[src/rtl/hrst_pkg.sv]
// Shared types and constants for the hit record slot table.
// Holds the transaction structs, the in-chain packet and the action/status codes.
// No dependencies.
package hrst_pkg;

  localparam int ID_W    = 31;
  localparam int SLOT_W  = 8;
  localparam int WORD_W  = 32;
  localparam int COUNT_W = 16;

  localparam logic [ID_W-1:0] ID_MAX = {ID_W{1'b1}};

  typedef enum logic [2:0] {
    ACT_ADD          = 3'd0,
    ACT_FIND         = 3'd1,
    ACT_READ_ID      = 3'd2,
    ACT_RELEASE_ID   = 3'd3,
    ACT_READ_SLOT    = 3'd4,
    ACT_RELEASE_SLOT = 3'd5
  } hrst_action_e;

  localparam logic [1:0] ST_OK   = 2'd0;
  localparam logic [1:0] ST_MISS = 2'd1;
  localparam logic [1:0] ST_FULL = 2'd2;

  typedef struct packed {
    logic [2:0]                action;
    logic [ID_W-1:0]           record_id;
    logic [WORD_W-1:0]         object_id;
    logic [WORD_W-1:0]         attack_flags;
    logic [WORD_W-1:0]         skill_code;
    logic signed [COUNT_W-1:0] hit_limit;
    logic [SLOT_W-1:0]         slot_number;
    logic                      force_req;
  } hrst_in_t;

  typedef struct packed {
    logic [1:0]                status;
    logic [ID_W-1:0]           result_id;
    logic [SLOT_W-1:0]         result_slot;
    logic [WORD_W-1:0]         result_object;
    logic [WORD_W-1:0]         result_flags;
    logic [WORD_W-1:0]         result_skill;
    logic signed [COUNT_W-1:0] result_count;
  } hrst_out_t;

  // Request walking down the cell row, with the response built up on the way.
  typedef struct packed {
    logic      valid;
    logic      done;
    hrst_in_t  req;
    hrst_out_t rsp;
  } hrst_pkt_t;

endpackage

[src/rtl/hrst_cell.sv]
// One slot of the hit record table: holds the record and acts on a passing request.
// Registers the request packet each cycle and hands it to the next cell.
// Depends on hrst_pkg.
module hrst_cell #(
  parameter int CELL_IDX = 0
) (
  input  logic              clk_i,
  input  logic              rst_ni,
  input  logic              clear_i,
  input  hrst_pkg::hrst_pkt_t pkt_i,
  output hrst_pkg::hrst_pkt_t pkt_o
);

  localparam logic [hrst_pkg::SLOT_W-1:0] SlotIdx = hrst_pkg::SLOT_W'(CELL_IDX);

  hrst_pkg::hrst_pkt_t pkt_q, pkt_d;

  logic [hrst_pkg::ID_W-1:0]           id_q, id_d;
  logic [hrst_pkg::WORD_W-1:0]         object_q, object_d;
  logic [hrst_pkg::WORD_W-1:0]         flags_q, flags_d;
  logic [hrst_pkg::WORD_W-1:0]         skill_q, skill_d;
  logic signed [hrst_pkg::COUNT_W-1:0] count_q, count_d;

  logic signed [hrst_pkg::COUNT_W-1:0] count_dec;
  logic live, id_match, slot_sel, active;
  logic do_add, do_find, do_emit, do_release;

  always_comb begin
    pkt_d    = pkt_i;
    id_d     = id_q;
    object_d = object_q;
    flags_d  = flags_q;
    skill_d  = skill_q;
    count_d  = count_q;

    count_dec = count_q - 16'sd1;
    live      = (id_q != '0);
    id_match  = (pkt_i.req.record_id != '0) && (id_q == pkt_i.req.record_id);
    slot_sel  = live && (pkt_i.req.slot_number == SlotIdx);
    active    = pkt_i.valid && !pkt_i.done;

    do_add     = 1'b0;
    do_find    = 1'b0;
    do_emit    = 1'b0;
    do_release = 1'b0;
    case (pkt_i.req.action)
      hrst_pkg::ACT_ADD:          do_add     = active && !live;
      hrst_pkg::ACT_FIND:         do_find    = active && id_match;
      hrst_pkg::ACT_READ_ID:      do_emit    = active && id_match;
      hrst_pkg::ACT_RELEASE_ID:   do_release = active && id_match;
      hrst_pkg::ACT_READ_SLOT:    do_emit    = active && slot_sel;
      hrst_pkg::ACT_RELEASE_SLOT: do_release = active && slot_sel;
      default: ;
    endcase

    if (do_add) begin
      id_d     = pkt_i.req.record_id;
      object_d = pkt_i.req.object_id;
      flags_d  = pkt_i.req.attack_flags;
      skill_d  = pkt_i.req.skill_code;
      count_d  = pkt_i.req.hit_limit;
    end

    if (do_add || do_find) begin
      pkt_d.done             = 1'b1;
      pkt_d.rsp.status       = hrst_pkg::ST_OK;
      pkt_d.rsp.result_id    = pkt_i.req.record_id;
      pkt_d.rsp.result_slot  = SlotIdx;
    end

    if (do_emit) begin
      pkt_d.done              = 1'b1;
      pkt_d.rsp.status        = hrst_pkg::ST_OK;
      pkt_d.rsp.result_id     = id_q;
      pkt_d.rsp.result_slot   = SlotIdx;
      pkt_d.rsp.result_object = object_q;
      pkt_d.rsp.result_flags  = flags_q;
      pkt_d.rsp.result_skill  = skill_q;
      pkt_d.rsp.result_count  = count_q;
    end

    if (do_release) begin
      count_d                = count_dec;
      pkt_d.done             = 1'b1;
      pkt_d.rsp.status       = hrst_pkg::ST_OK;
      pkt_d.rsp.result_id    = id_q;
      pkt_d.rsp.result_slot  = SlotIdx;
      pkt_d.rsp.result_count = count_dec;
      // free the slot when the count runs out or on a forced release
      if (count_dec == '0 || pkt_i.req.force_req) begin
        id_d = '0;
      end
    end

    if (clear_i) begin
      id_d = '0;
    end
  end

  always_ff @(posedge clk_i or negedge rst_ni) begin
    if (!rst_ni) begin
      pkt_q <= '0;
      id_q  <= '0;
    end else begin
      pkt_q <= pkt_d;
      id_q  <= id_d;
    end
  end

  always_ff @(posedge clk_i) begin
    object_q <= object_d;
    flags_q  <= flags_d;
    skill_q  <= skill_d;
    count_q  <= count_d;
  end

  assign pkt_o = pkt_q;

endmodule

[config.mk]
export PLATFORM = sky130hd
export DESIGN_NAME = hrst_cell
export DESIGN_NICKNAME = d
export VERILOG_FILES = /design/src/rtl/hrst_pkg.sv /design/src/rtl/hrst_cell.sv
export SDC_FILE = /design/constraint.sdc
export NUM_CORES = 1
export LEC_CHECK = 0
export BUFFER_PORTS_ARGS = -buffer_cell sky130_fd_sc_hd__buf_2
export CAP_MARGIN = 15
export CORE_AREA = 2 2 244 246
export DETAILED_ROUTE_END_ITERATION = 6
export DIE_AREA = 0 0 246 248
export SKIP_LAST_GASP = 1
export SYNTH_ARGS = -nofsm -noshare
export SYNTH_HDL_FRONTEND = slang
export SYNTH_SLANG_ARGS = --single-unit
[constraint.sdc]
create_clock -name clk_i -period 6.05 [get_ports clk_i]
set_input_delay 0.3025 -clock clk_i [delete_from_list [all_inputs] [get_ports clk_i]]
set_output_delay 0.3025 -clock clk_i [all_outputs]
set_load 0.01 [all_outputs]
==> run_results.csv <==
group,metric,value,unit
yosys,synth_top_area_frac,0.536,
timing,worst_slew_pin_slew,0.966,ns
worst_setup_path,reg2reg_to,"flags_q[16]$_DFFE_PP_",
worst_setup_path,reg2regPathDepth,5,
timing,finClkSkew,0.0191,ns
detailed_routing,drt_first_pass_iters,6,
yosys,ys_top_cells_by_area,"dfrtp_1, edfxtp_1, mux2_2",
worst_setup_path,end_kind,"flop",
worst_setup_path,required,6.24,ns
power,clockPowerShare,0.436,
timing,post-route-period-util,0.550,
global_routing,antenna_found_initial,1,
detailed_routing,ant_nets,0,
floorplanning,core-area,0.0585,mm2
detailed_routing,wirelength,56.5,mm
min_path,holdPathStages,2,
yosys,syn_nets,1335,
power,peakVddDrop,243,uV
worst_setup_path,cp_slowest_cell,"or4_1",
timing,maxSlewViolCount,0,
cts,insertion_delay,0.58,ns
yosys,synth_compound_area_frac,0.0414,
floorplanning,die_w,246,um
worst_setup_path,path_cells,"nor4_1, nand4_1, or4_1, inv_4, buf_12",
cts,h-tree-depth,2,
detailed_routing,drc_errors,0,
timing,post-route-min-period,3.33,ns
cts,cts_resized,0,
finish,multi_input_area,0.00378,mm2
finish,drive_above_1_share,0.404,
worst_setup_path,r2r-start,"id_q[9]$_DFF_PN0_",
yosys,synth_warnings,0,
placed_design,routabilityCongestion,0.843,
worst_setup_path,worstSetupPathType,"flop to flop",
min_path,min_path_type,"input port to flop",
detailed_routing,num_vias,12200,
worst_setup_path,cp_slowest_stage_delay,1.01,ns
outcome,outcome,"completed",
yosys,avgSynthCellArea,15.6,um2
global_routing,grt_max_degree,140,
floorplanning,die_h,248,um
finish,areaGrowthSynthToFinish,53.3,%
power,finalPower,7.03,mW
floorplanning,die_area,0.0610,mm2
cts,cts_root_buf,"clkbuf_16",
yosys,yosysSeqAreaShare,0.747,
yosys,synth-adder-area-share,0.00157,
worst_setup_path,arrival,3.51,ns
timing,relSlewSlack,0.356,
cts,cts_buffers,48,
global_routing,grtUsageTotal,0.178,
floorplanning,num_rows,89,
job,cap_violations,0,
cts,cts_tree,"built",
min_path,worstHoldEndpoint,"pkt_o[51]$_DFF_PN0_",
detailed_routing,viasPerCell,4.44,
yosys,yosys.area_share.simple,0.0793,
worst_setup_path,start_kind,"flop",
worst_setup_path,cp_max_fo,127,
yosys,ys_ff_latch,453,
power,p_leak,10.8,nW
detailed_routing,drt_iter0_drc,609,
power,p_sw_frac,0.231,
cts,cts_num_sinks,453,
yosys,synthXorXnorAreaFrac,0.0330,
global_routing,grt_pass1_wl,81.1,mm
min_path,worstHoldStart,"pkt_i[51]",
timing,hold_violations,0,
timing,rsz0062_at_grt,"no",
placed_design,hpwl,38.9,mm
floorplanning,initial_core_util,0.272,
placed_design,dp_cells,2376,
yosys,synth_largest_area_cell,"dfrtp_1",
timing,fmax,0.301,GHz
power,seq_power_share,0.469,
yosys,synth_cell_types,46,
cts,path_clk_slew,0.06,ns
finish,final_util,0.417,
floorplanning,io_pins,623,
timing,setup_viol_count_final,0,
finish,nets,2247,
power,p_sw,1.63,mW
finish,fill_cells,5332,
yosys,synth_top_family_by_area,"multiplexers",
global_routing,grt_pass1_vias,13100,
power,comb_power_share,0.095,
yosys,syn_area,0.0159,mm2
timing,tns,0,ns
global_routing,grt_remaining_overflow,0,
power,cellPowerDensity,288,mW/mm2
placed_design,io_buffers,622,
finish,fin_cells,2747,
worst_setup_path,r2r_setup_slack,2.72,ns
yosys,netlist_instances,1020,
yosys,synth.area.mux_share,0.0814,
detailed_routing,wl_per_cell,20.6,um
cts,cts_buffer_depth,3,
finish,register_area,0.0119,mm2
power,internal_power,5.40,mW
==> cells in the mapped netlist, drive strengths merged <==
cell type / instances
nor4: 19
buf: 21
nand4: 13
xor2: 13
o31ai: 1
mux2: 115
or4: 2
or4b: 1
a41o: 2
or3: 4
a21oi: 32
o311a: 1
nor2: 77
nor2b: 2
and2: 41
edfxtp: 112
inv: 5
nor4b: 1
a2111oi: 2
xnor2: 47
o21bai: 1
dfrtp: 341
and4: 4
nand2: 33
ha: 2
o31a: 1
a221oi: 31
a41oi: 3
nand4b: 1
nor3: 41
o21ai: 14
nand3b: 1
nand3: 7
clkbuf: 27
a21o: 2
==> registers in the layout, summed over array words and instances, names as in the netlist <==
| register | cells |
|---|---|
| flags_q | 32 |
| pkt_o | 310 |
| skill_q | 32 |
| count_q | 16 |
| object_q | 32 |
| id_q | 31 |
==> cells in the final DEF, fill, tap and decap left out, types with 5 or more instances in the layout <==
master         instances
clkbuf_8               5
dlygate4sd3_1        278
nor3_1                41
nor4_1                16
nand3_1                7
nor2_1                76
clkinv_2               8
nand2_1               32
buf_4                  5
o21ai_0               14
xnor2_1               47
mux2_1                40
edfxtp_1             112
clkbuf_1               9
mux2_2                75
and2_1                41
xor2_1                13
dfrtp_1              341
nand4_1               12
a221oi_1              31
buf_2                621
a21oi_1               32
clkbuf_16             54
==> area by class of cell <==
| cell class | count | share of cell area |
|---|---|---|
| Antenna cell | 2 | 0.000205 |
| Tap cell | 773 | 0.0397 |
| Sequential cell | 453 | 0.488 |
| Clock inverter | 22 | 0.00887 |
| Clock buffer | 68 | 0.0596 |
| Inverter | 5 | 0.000872 |
| Timing Repair Buffer | 910 | 0.248 |
| Multi-Input combinational cell | 514 | 0.155 |
==> cells by family after synthesis <==
logic type | Yosys count
buffers and inverters | 53
adder cells (fa/ha/maj) | 2
flip-flops | 453
AND/OR/NAND/NOR | 247
AO/OA/AOI/OAI | 90
XOR/XNOR | 60
multiplexers | 115
==> routing by layer <==
metal	wire [um]	GRT usage
met4	2360	0.0816
met5	0	0
met1	21800	0.208
met2	28800	0.310
met3	3610	0.0390
==> stage by stage <==
stage	hold slack (ns)	setup slack, ns	instance area, um2
2_1_floorplan	0.00691	1.16	15900
3_3_place_gp	0.316	2.30	19900
3_5_place_dp	0.323	2.18	19900
4_1_cts	0.000839	2.15	24400
5_1_grt	0.000900	2.51	24400
6_report	0.0269	2.72	24400
==> worst max-delay path, delay by kind of cell (launching register included) <==
| family | cells | cell delay, ns |
|---|---|---|
| and+or+nand+nor | 3 | 1.59 |
| buffers and inverters | 2 | 0.60 |
| DFF | 1 | 0.42 |
==> power groups by stage <==
stage,Combinational [mW],Clock (mW),Sequential [mW]
2_1_floorplan,0.100,0,3.41
3_3_place_gp,0.514,0,3.35
5_1_grt,0.721,3.27,3.31
6_report,0.668,3.06,3.30
4_1_cts,0.671,3.14,3.30
3_5_place_dp,0.521,0,3.35
==> worst max-delay path by stage <==
stage                     slack [ns]               endpoint                from  cells past startpoint
after floorplan                 1.16     id_q[20]$_DFF_PN0_   id_q[6]$_DFF_PN0_                      7
after global placement          2.30   pkt_o[151]$_DFF_PN0_   id_q[9]$_DFF_PN0_                      7
after detailed placement        2.18   pkt_o[119]$_DFF_PN0_  id_q[17]$_DFF_PN0_                      7
after CTS                       2.15   pkt_o[119]$_DFF_PN0_  id_q[17]$_DFF_PN0_                      7
after global routing            2.51   pkt_o[114]$_DFF_PN0_   id_q[9]$_DFF_PN0_                      8
final                           2.72  flags_q[16]$_DFFE_PP_   id_q[9]$_DFF_PN0_                      5
==> repair_timing <==
action | CTS | global route
hold endpoints to repair | 445 | 0
hold buffers | 278 | 0
buffers inserted | 0 | 0
setup endpoints to repair | 0 | 0
Power figures use the tool's default switching activity.
